--- config.mk ---
export PLATFORM = sky130hd
export DESIGN_NAME = utf16_to_utf8_encoder
export DESIGN_NICKNAME = d
export VERILOG_FILES = /design/src/rtl/u16u8_pkg.sv /design/src/rtl/u16u8_front.sv /design/src/rtl/u16u8_jobq.sv /design/src/rtl/u16u8_back.sv /design/src/rtl/utf16_to_utf8_encoder.sv
export VERILOG_INCLUDE_DIRS = /design/src /design/src/rtl
export SDC_FILE = /design/constraint.sdc
export NUM_CORES = 1
export LEC_CHECK = 0
export BUFFER_PORTS_ARGS = -buffer_cell sky130_fd_sc_hd__buf_2
export CAP_MARGIN = 20
export CELL_PAD_IN_SITES_DETAIL_PLACEMENT = 1
export CELL_PAD_IN_SITES_GLOBAL_PLACEMENT = 1
export CORE_AREA = 5 5 143 145
export CTS_CLUSTER_SIZE = 8
export DETAILED_ROUTE_END_ITERATION = 8
export DIE_AREA = 0 0 148 150
export HOLD_SLACK_MARGIN = 0.05
export PLACE_DENSITY = 0.82
export SYNTH_ARGS = -nofsm -noshare
export SYNTH_HDL_FRONTEND = slang
export SYNTH_SLANG_ARGS = --single-unit
--- constraint.sdc ---
create_clock -name clock -period 10.8 [get_ports clock]
set_input_delay 1.08 -clock clock [delete_from_list [all_inputs] [get_ports clock]]
set_output_delay 1.08 -clock clock [all_outputs]
set_load 0.005 [all_outputs]
--- src/rtl/utf16_to_utf8_encoder_macros.svh ---
// Assertion macros shared by the encoder RTL.
// Used inside modules of the utf16_to_utf8_encoder block; depends on nothing else.
`ifndef UTF16_TO_UTF8_ENCODER_MACROS_SVH
`define UTF16_TO_UTF8_ENCODER_MACROS_SVH

// Same-cycle implication, checked while reset is low.
`define U16U8_ASSERT_NOW(label, clk, rst, ante, cons, msg) \
   label: assert property (@(posedge clk) disable iff (rst) (ante) |-> (cons)) \
      else $error(msg);

// Next-cycle implication, checked while reset is low.
`define U16U8_ASSERT_NEXT(label, clk, rst, ante, cons, msg) \
   label: assert property (@(posedge clk) disable iff (rst) (ante) |=> (cons)) \
      else $error(msg);

`endif

--- src/rtl/u16u8_pkg.sv ---
// Types, constants and byte-encoding functions for the UTF-16 to UTF-8 encoder.
// Depends on nothing; used by every module of the block.
package u16u8_pkg;

   localparam logic [15:0] SURR_MASK = 16'hFC00;
   localparam logic [15:0] HIGH_SURR = 16'hD800;
   localparam logic [15:0] LOW_SURR  = 16'hDC00;
   localparam logic [20:0] SUPP_BASE = 21'h10000;
   localparam logic [2:0]  FLUSH_LEN = 3'd3;

   // What the main part of a job does.
   typedef enum logic {
      JOB_ENCODE = 1'b0,
      JOB_END    = 1'b1
   } job_kind_type;

   // One classified input word: an optional flushed lone high surrogate,
   // then an optional main part.
   typedef struct packed {
      logic         flush;
      logic [9:0]   flush_bits;
      logic         main_valid;
      job_kind_type kind;
      logic [20:0]  point;
   } job_type;

   // Number of UTF-8 bytes for a code point.
   function automatic logic [2:0] utf8_len(input logic [20:0] c);
      logic [2:0] n;
      if (c < 21'h80) begin
         n = 3'd1;
      end else if (c < 21'h800) begin
         n = 3'd2;
      end else if (c < SUPP_BASE) begin
         n = 3'd3;
      end else begin
         n = 3'd4;
      end
      return n;
   endfunction

   // Byte number pos of the len-byte UTF-8 form of c.
   function automatic logic [7:0] utf8_byte(input logic [20:0] c, input logic [2:0] len,
                                            input logic [1:0] pos);
      logic [7:0] b;
      b = 8'h00;
      unique case (len)
         3'd1: b = c[7:0];
         3'd2: begin
            if (pos == 2'd0) begin
               b = {3'b110, c[10:6]};
            end else begin
               b = {2'b10, c[5:0]};
            end
         end
         3'd3: begin
            unique case (pos)
               2'd0:    b = {4'b1110, c[15:12]};
               2'd1:    b = {2'b10, c[11:6]};
               default: b = {2'b10, c[5:0]};
            endcase
         end
         3'd4: begin
            unique case (pos)
               2'd0: b = {5'b11110, c[20:18]};
               2'd1: b = {2'b10, c[17:12]};
               2'd2: b = {2'b10, c[11:6]};
               2'd3: b = {2'b10, c[5:0]};
            endcase
         end
         default: b = 8'h00;
      endcase
      return b;
   endfunction

endpackage

--- src/rtl/u16u8_front.sv ---
// Front end: accepts UTF-16 words, tracks the pending high surrogate and
// turns each word into a job for the queue. Depends on u16u8_pkg.
module u16u8_front import u16u8_pkg::*; (
   input  logic        clock,
   input  logic        reset,
   input  logic        req_push,
   input  logic [15:0] req_code_unit,
   output logic        req_full,
   output logic        q_push,
   output job_type     q_job,
   input  logic        q_full
);

   logic       pend_valid_ff, pend_valid_in;
   logic [9:0] pend_bits_ff, pend_bits_in;
   logic       accept;
   logic       is_high, is_low, is_zero;
   job_type    job;

   assign accept  = req_push && !q_full;
   assign is_high = (req_code_unit & SURR_MASK) == HIGH_SURR;
   assign is_low  = (req_code_unit & SURR_MASK) == LOW_SURR;
   assign is_zero = req_code_unit == 16'h0000;

   // Classify the incoming word against the pending surrogate.
   always_comb begin
      job           = '0;
      job.kind      = JOB_ENCODE;
      pend_valid_in = pend_valid_ff;
      pend_bits_in  = pend_bits_ff;
      job.flush_bits = pend_bits_ff;
      if (pend_valid_ff && is_low) begin
         job.main_valid = 1'b1;
         job.point      = {1'b0, pend_bits_ff, req_code_unit[9:0]} + SUPP_BASE;
         pend_valid_in  = 1'b0;
      end else begin
         job.flush = pend_valid_ff;
         if (is_high) begin
            pend_valid_in = 1'b1;
            pend_bits_in  = req_code_unit[9:0];
         end else if (is_zero) begin
            pend_valid_in  = 1'b0;
            job.main_valid = 1'b1;
            job.kind       = JOB_END;
         end else begin
            pend_valid_in  = 1'b0;
            job.main_valid = 1'b1;
            job.point      = {5'b0, req_code_unit};
         end
      end
   end

   // Surrogate state advances on every accepted word.
   always_ff @(posedge clock) begin
      if (reset) begin
         pend_valid_ff <= 1'b0;
         pend_bits_ff  <= '0;
      end else if (accept) begin
         pend_valid_ff <= pend_valid_in;
         pend_bits_ff  <= pend_bits_in;
      end
   end

   // A word that only becomes pending makes no job.
   assign q_push   = accept && (job.flush || job.main_valid);
   assign q_job    = job;
   assign req_full = q_full;

endmodule

--- src/rtl/u16u8_jobq.sv ---
// Short job queue between the front end and the byte sequencer.
// Depends on u16u8_pkg.
module u16u8_jobq import u16u8_pkg::*; #(
   parameter int DEPTH = 4
) (
   input  logic    clock,
   input  logic    reset,
   input  logic    push,
   input  job_type push_job,
   output logic    full,
   input  logic    pop,
   output job_type head_job,
   output logic    empty
);

   localparam int PtrW = (DEPTH > 1) ? $clog2(DEPTH) : 1;
   localparam int CntW = $clog2(DEPTH + 1);

   job_type           mem_ff [DEPTH];
   logic [PtrW-1:0]   wr_ptr_ff, rd_ptr_ff;
   logic [CntW-1:0]   count_ff;
   logic              do_push, do_pop;

   assign full     = count_ff == CntW'(DEPTH);
   assign empty    = count_ff == '0;
   assign do_push  = push && !full;
   assign do_pop   = pop && !empty;
   assign head_job = mem_ff[rd_ptr_ff];

   // Storage write.
   always_ff @(posedge clock) begin
      if (do_push) begin
         mem_ff[wr_ptr_ff] <= push_job;
      end
   end

   // Pointers and fill count.
   always_ff @(posedge clock) begin
      if (reset) begin
         wr_ptr_ff <= '0;
         rd_ptr_ff <= '0;
         count_ff  <= '0;
      end else begin
         if (do_push) begin
            wr_ptr_ff <= (wr_ptr_ff == PtrW'(DEPTH - 1)) ? '0 : wr_ptr_ff + 1'b1;
         end
         if (do_pop) begin
            rd_ptr_ff <= (rd_ptr_ff == PtrW'(DEPTH - 1)) ? '0 : rd_ptr_ff + 1'b1;
         end
         if (do_push && !do_pop) begin
            count_ff <= count_ff + 1'b1;
         end else if (do_pop && !do_push) begin
            count_ff <= count_ff - 1'b1;
         end
      end
   end

endmodule

--- src/rtl/u16u8_back.sv ---
// Back end: walks the head job one UTF-8 byte per cycle unless stalled, keeps the string
// byte count and holds the result word in an output register. Depends on u16u8_pkg.
`include "utf16_to_utf8_encoder_macros.svh"
module u16u8_back import u16u8_pkg::*; (
   input  logic        clock,
   input  logic        reset,
   input  job_type     head_job,
   input  logic        q_empty,
   output logic        q_pop,
   output logic        rsp_empty,
   input  logic        rsp_pop,
   output logic [7:0]  rsp_out_byte,
   output logic        rsp_last_of_run,
   output logic        rsp_string_end,
   output logic [15:0] rsp_bytes_so_far
);

   logic [2:0]  idx_ff;
   logic [2:0]  n_flush, n_main, total, len_sel;
   logic [1:0]  pos;
   logic [20:0] point_sel;
   logic        in_flush, is_last, is_end, fire;
   logic [7:0]  byte_val;
   logic [15:0] count_ff, count_inc;
   logic        out_valid_ff;
   logic [7:0]  out_byte_ff;
   logic        out_last_ff, out_end_ff;
   logic [15:0] out_count_ff;

   // Byte counts of the two parts of the head job.
   always_comb begin
      n_flush = head_job.flush ? FLUSH_LEN : 3'd0;
      if (!head_job.main_valid) begin
         n_main = 3'd0;
      end else if (head_job.kind == JOB_END) begin
         n_main = 3'd1;
      end else begin
         n_main = utf8_len(head_job.point);
      end
      total = n_flush + n_main;
   end

   // Pick the byte under the cursor.
   always_comb begin
      in_flush = idx_ff < n_flush;
      if (in_flush) begin
         point_sel = {5'b0, 6'b110110, head_job.flush_bits};
         len_sel   = FLUSH_LEN;
         pos       = idx_ff[1:0];
      end else begin
         point_sel = head_job.point;
         len_sel   = n_main;
         pos       = 2'(idx_ff - n_flush);
      end
      is_end   = !in_flush && (head_job.kind == JOB_END);
      byte_val = is_end ? 8'h00 : utf8_byte(point_sel, len_sel, pos);
      is_last  = idx_ff == total - 3'd1;
   end

   assign fire      = !q_empty && (!out_valid_ff || rsp_pop);
   assign q_pop     = fire && is_last;
   assign count_inc = (count_ff == 16'hFFFF) ? count_ff : count_ff + 16'd1;

   // Cursor and string byte count.
   always_ff @(posedge clock) begin
      if (reset) begin
         idx_ff   <= '0;
         count_ff <= '0;
      end else if (fire) begin
         idx_ff   <= is_last ? 3'd0 : idx_ff + 3'd1;
         count_ff <= is_end ? 16'd0 : count_inc;
      end
   end

   // Output register valid flag.
   always_ff @(posedge clock) begin
      if (reset) begin
         out_valid_ff <= 1'b0;
      end else if (fire) begin
         out_valid_ff <= 1'b1;
      end else if (rsp_pop) begin
         out_valid_ff <= 1'b0;
      end
   end

   // Output register payload.
   always_ff @(posedge clock) begin
      if (fire) begin
         out_byte_ff  <= byte_val;
         out_last_ff  <= is_last;
         out_end_ff   <= is_end;
         out_count_ff <= count_inc;
      end
   end

   assign rsp_empty        = !out_valid_ff;
   assign rsp_out_byte     = out_byte_ff;
   assign rsp_last_of_run  = out_last_ff;
   assign rsp_string_end   = out_end_ff;
   assign rsp_bytes_so_far = out_count_ff;

   `U16U8_ASSERT_NOW(a_cursor_in_job, clock, reset, !q_empty, idx_ff < total,
      "byte cursor ran past the head job")
   `U16U8_ASSERT_NOW(a_cursor_needs_job, clock, reset, idx_ff != 3'd0, !q_empty,
      "byte cursor advanced with no job queued")
   `U16U8_ASSERT_NOW(a_end_is_zero, clock, reset, out_valid_ff && out_end_ff,
      out_byte_ff == 8'h00 && out_last_ff, "string end word is not a final zero byte")
   `U16U8_ASSERT_NEXT(a_word_held, clock, reset, out_valid_ff && !rsp_pop, out_valid_ff,
      "result word dropped while stalled")

endmodule

--- src/rtl/utf16_to_utf8_encoder.sv ---
// UTF-16 to UTF-8 encoder, one code unit in and one UTF-8 byte out per word.
// Usage:
//   Input: drive req_code_unit and raise req_push; the word is taken at a clock
//   edge with req_full low. A zero unit ends the string.
//   Output: while rsp_empty is low, the oldest byte is on rsp_out_byte with
//   rsp_last_of_run, rsp_string_end and rsp_bytes_so_far; raise rsp_pop to take it.
// A taken word is written to the job queue, then its bytes to the output register.
// Bytes: the byte sequencer sends one byte per cycle unless the output stalls;
//   a word yields one to three bytes for a plain unit, four for a surrogate
//   pair, plus three more when a lone high surrogate is flushed.
//   A high surrogate alone yields nothing until its successor arrives.
// The job queue between front end and sequencer holds QUEUE_DEPTH words, so
//   the front end keeps taking words while the sequencer is busy or stalled.
// Reset clears the pending surrogate, the byte count and all queued work.
// When rsp_pop stays low, the output word holds, the queue fills and req_full
//   rises; nothing is lost.
// Depends on u16u8_pkg, u16u8_front, u16u8_jobq and u16u8_back.
module utf16_to_utf8_encoder import u16u8_pkg::*; #(
   parameter int QUEUE_DEPTH = 4
) (
   input  logic        clock,
   input  logic        reset,
   input  logic        req_push,
   input  logic [15:0] req_code_unit,
   output logic        req_full,
   output logic        rsp_empty,
   input  logic        rsp_pop,
   output logic [7:0]  rsp_out_byte,
   output logic        rsp_last_of_run,
   output logic        rsp_string_end,
   output logic [15:0] rsp_bytes_so_far
);

   logic    q_push, q_full, q_pop, q_empty;
   job_type q_in_job, q_head_job;

   // Classification and surrogate tracking.
   u16u8_front u_front (
      .clock         (clock),
      .reset         (reset),
      .req_push      (req_push),
      .req_code_unit (req_code_unit),
      .req_full      (req_full),
      .q_push        (q_push),
      .q_job         (q_in_job),
      .q_full        (q_full)
   );

   // Decoupling queue.
   u16u8_jobq #(
      .DEPTH (QUEUE_DEPTH)
   ) u_jobq (
      .clock    (clock),
      .reset    (reset),
      .push     (q_push),
      .push_job (q_in_job),
      .full     (q_full),
      .pop      (q_pop),
      .head_job (q_head_job),
      .empty    (q_empty)
   );

   // Byte sequencer and output register.
   u16u8_back u_back (
      .clock            (clock),
      .reset            (reset),
      .head_job         (q_head_job),
      .q_empty          (q_empty),
      .q_pop            (q_pop),
      .rsp_empty        (rsp_empty),
      .rsp_pop          (rsp_pop),
      .rsp_out_byte     (rsp_out_byte),
      .rsp_last_of_run  (rsp_last_of_run),
      .rsp_string_end   (rsp_string_end),
      .rsp_bytes_so_far (rsp_bytes_so_far)
   );

endmodule
==> flow_summary.json <==
{
  "maxCapViolCount": 0,
  "area_growth_pct": 15.1,
  "cts_made_buffers": 29,
  "remaining_drc_errors": 0,
  "worst-setup-path-type": "reg2reg",
  "n_antenna_cell": 0,
  "syn_area_um2": 8800,
  "fin_hold_ws_ps": 492,
  "yosysSeqAreaShare_pct": 64.4,
  "gp_congestion": 0.836,
  "clk_latency_ps": 530,
  "multiInputGateArea_um2": 2980,
  "critPathSlowestCell": "mux4_2",
  "startpoint_type": "register",
  "cts_sinks": 202,
  "max_stage_delay_ps": 640,
  "grt_pass1_vias": 6033,
  "clock_path_buffers": 3,
  "wl_per_cell_um": 23.2,
  "layout_common_cells": "edfxtp_1 (162), nor2_1 (65), buf_2 (47), nand2_1 (42), dfxtp_1 (39)",
  "status": "complete, no violations",
  "ant_nets": 0,
  "fin_util_pct": 53.1,
  "yosys_warnings": 0,
  "grt_pass1_wl_um": 34600,
  "layout_worst_path_cycle_share_pct": 48.0,
  "p_total_uw": 2680,
  "vias": 5557,
  "power.leakage_uw": 0.00356,
  "ys_ff_latch": 202,
  "cts_hold_buf": 0,
  "grtUsageTotal_pct": 20.2,
  "ir_drop_v": 0.000120,
  "htreeDepth": 1,
  "nNetsFinal": 721,
  "fin_setup_tns_ps": 0,
  "drive_above_1_share_pct": 19.5,
  "clk_pin_slew_worst_paths_ps": 50,
  "start_util_pct": 46.1,
  "die_width_um": 148,
  "maxSlewHeadroom_pct": 25.2,
  "grt_setup_unrepaired": "no",
  "crit_top_cell": "ha_1",
  "async_reset_ff_share_pct": 0,
  "cts_resized": 0,
  "layout_setup_ws_ps": 5620,
  "cts_setup_buffers": 0,
  "die_area_um2": 22200,
  "synth-main-ff-cell": "edfxtp_1",
  "synth_edf_count": 162,
  "syn_area_per_cell_um2": 14.1,
  "grt_overflow_total": 0,
  "critical_path.cell_chain": "buf_4 -> mux4_2 -> or4_4 -> nor3b_1 -> nand2_1 -> ha_1 -> inv_1 -> ha_1 -> xor2_1 -> xnor2_1 -> xnor2_1 -> nand3_1 -> ha_1 -> inv_1 -> fa_1 -> xor2_1 -> or3_1 -> a21oi_1",
  "syn-num-nets": 657,
  "timing.final.crit_period_ps": 5180,
  "dr.first_iter.drc_count": 538,
  "grt_max_degree": 39,
  "skew_ps": 18.9,
  "rows": 51,
  "arrival_ps": 5640,
  "worst_pin_slew_ps": 1120,
  "netlist-cell-type-count": 58,
  "viasPerCell": 5.87,
  "regArea_um2": 5670,
  "tritoncts": "built",
  "post-place-ws_ps": 5650,
  "final_common_cell": "edfxtp_1",
  "port_buffers": 47,
  "cts-root-buf": "clkbuf_16",
  "end_kind": "register",
  "antenna_found_initial": 0,
  "finalHoldViolCount": 0,
  "max_freq_ghz": 0.193,
  "slew_viol_final": 0,
  "coreArea_um2": 19100,
  "wirelength_um": 22000,
  "syn_inst": 622,
  "setup_violations": 0,
  "crit_required_ps": 11250,
  "worstHoldPathType": "reg2reg",
  "crit_fanout": 34,
  "fillCellCount": 1860,
  "hp-start": "u_back.out_valid_ff",
  "dp_hpwl_um": 14500,
  "power.density_nw_per_um2": 265,
  "firstDrtPassIters": 5,
  "io_pins": 48,
  "die_h_um": 150
}
-- cells by family after synthesis --
logic type,Yosys count,synth area share [%]
flip-flops,202,64.4
AO/OA/AOI/OAI,82,6.20
multiplexers,63,12.2
adder cells (fa/ha/maj),15,2.22
buffers and inverters,38,1.74
AND/OR/NAND/NOR,201,11.2
XOR/XNOR,21,2.09
-- critical path, delay by kind of cell, from the launching register on --
family	cells	cell delay, ps
fa+ha+maj	4	1130
mux	1	640
buf+inv	3	660
flops	1	330
simple gates	5	1570
compound gates	1	140
xor+xnor	4	640
-- flip-flops by register name, indices dropped and copies added, names as in the netlist, 2 cells and up, named ones only --
signal and flops:
u_back.count_ff 16, u_jobq.mem_ff 136, u_back.rsp_out_byte 8, u_back.idx_ff 3, u_jobq.rd_ptr_ff 2, u_jobq.wr_ptr_ff 2
u_back.rsp_bytes_so_far 16, u_jobq.count_ff 3, u_front.pend_bits_ff 10
-- final timing paths --
| kind | cells after the start | slack (ps) | endpoint |
|---|---|---|---|
| min reg2reg | 2 | 490 | u_back.out_valid_ff |
| max reg2reg | 18 | 5620 | u_jobq.count_ff[2] |
| min | 2 | 490 | u_back.out_valid_ff |
| max | 18 | 5620 | u_jobq.count_ff[2] |
-- power by group --
part / leakage, µW / switching (µW) / internal (µW)
combinational: 0.00131 / 525 / 307
sequential: 0.00187 / 43.5 / 990
clock: 0.000388 / 316 / 499
total: 0.00356 / 884 / 1800
-- final cells by class --
cell class	count	share of cell area, %
Sequential cell	202	56.0
Multi-Input combinational cell	382	29.4
Clock buffer	51	7.98
Timing Repair Buffer	56	2.99
Tap cell	238	2.94
Inverter	15	0.556
Clock inverter	2	0.161
-- Yosys cell counts, types with 10 or more instances --
| library cell | number | area share (%) |
|---|---|---|
| edfxtp_1 | 162 | 55 |
| a22oi_1 | 13 | 1.1 |
| xnor2_1 | 11 | 1.1 |
| a21oi_1 | 22 | 1.3 |
| clkbuf_1 | 18 | 0.77 |
| nor2_1 | 65 | 2.8 |
| ha_1 | 14 | 2.0 |
| o21ai_0 | 14 | 0.80 |
| mux2_2 | 11 | 1.4 |
| nand3_1 | 18 | 1.0 |
| nand2_1 | 42 | 1.8 |
| inv_1 | 14 | 0.60 |
| xor2_1 | 10 | 1.0 |
| and2_1 | 17 | 1.2 |
| nor3_1 | 14 | 0.80 |
| mux2i_1 | 18 | 2.0 |
| mux4_2 | 34 | 8.7 |
| dfxtp_1 | 40 | 9.1 |
-- routing by layer --
| layer | global-route usage, % | vias up | wire length [µm] |
|---|---|---|---|
| met4 | 5.08 | 0 | 361 |
| met1 | 25.6 | 2861 | 9120 |
| met5 | 0 | - | 0 |
| li1 | - | 2509 | - |
| met2 | 36.1 | 151 | 11400 |
| met3 | 3.39 | 36 | 1090 |
-- metrics by stage --
stage | area [µm²] | std cells
after floorplan | 8800 | 622
after global placement | 9300 | 893
after detailed placement | 9300 | 893
after CTS | 10100 | 946
after global routing | 10100 | 946
final | 10100 | 946
Note: power is estimated with default switching activity, not from simulation.
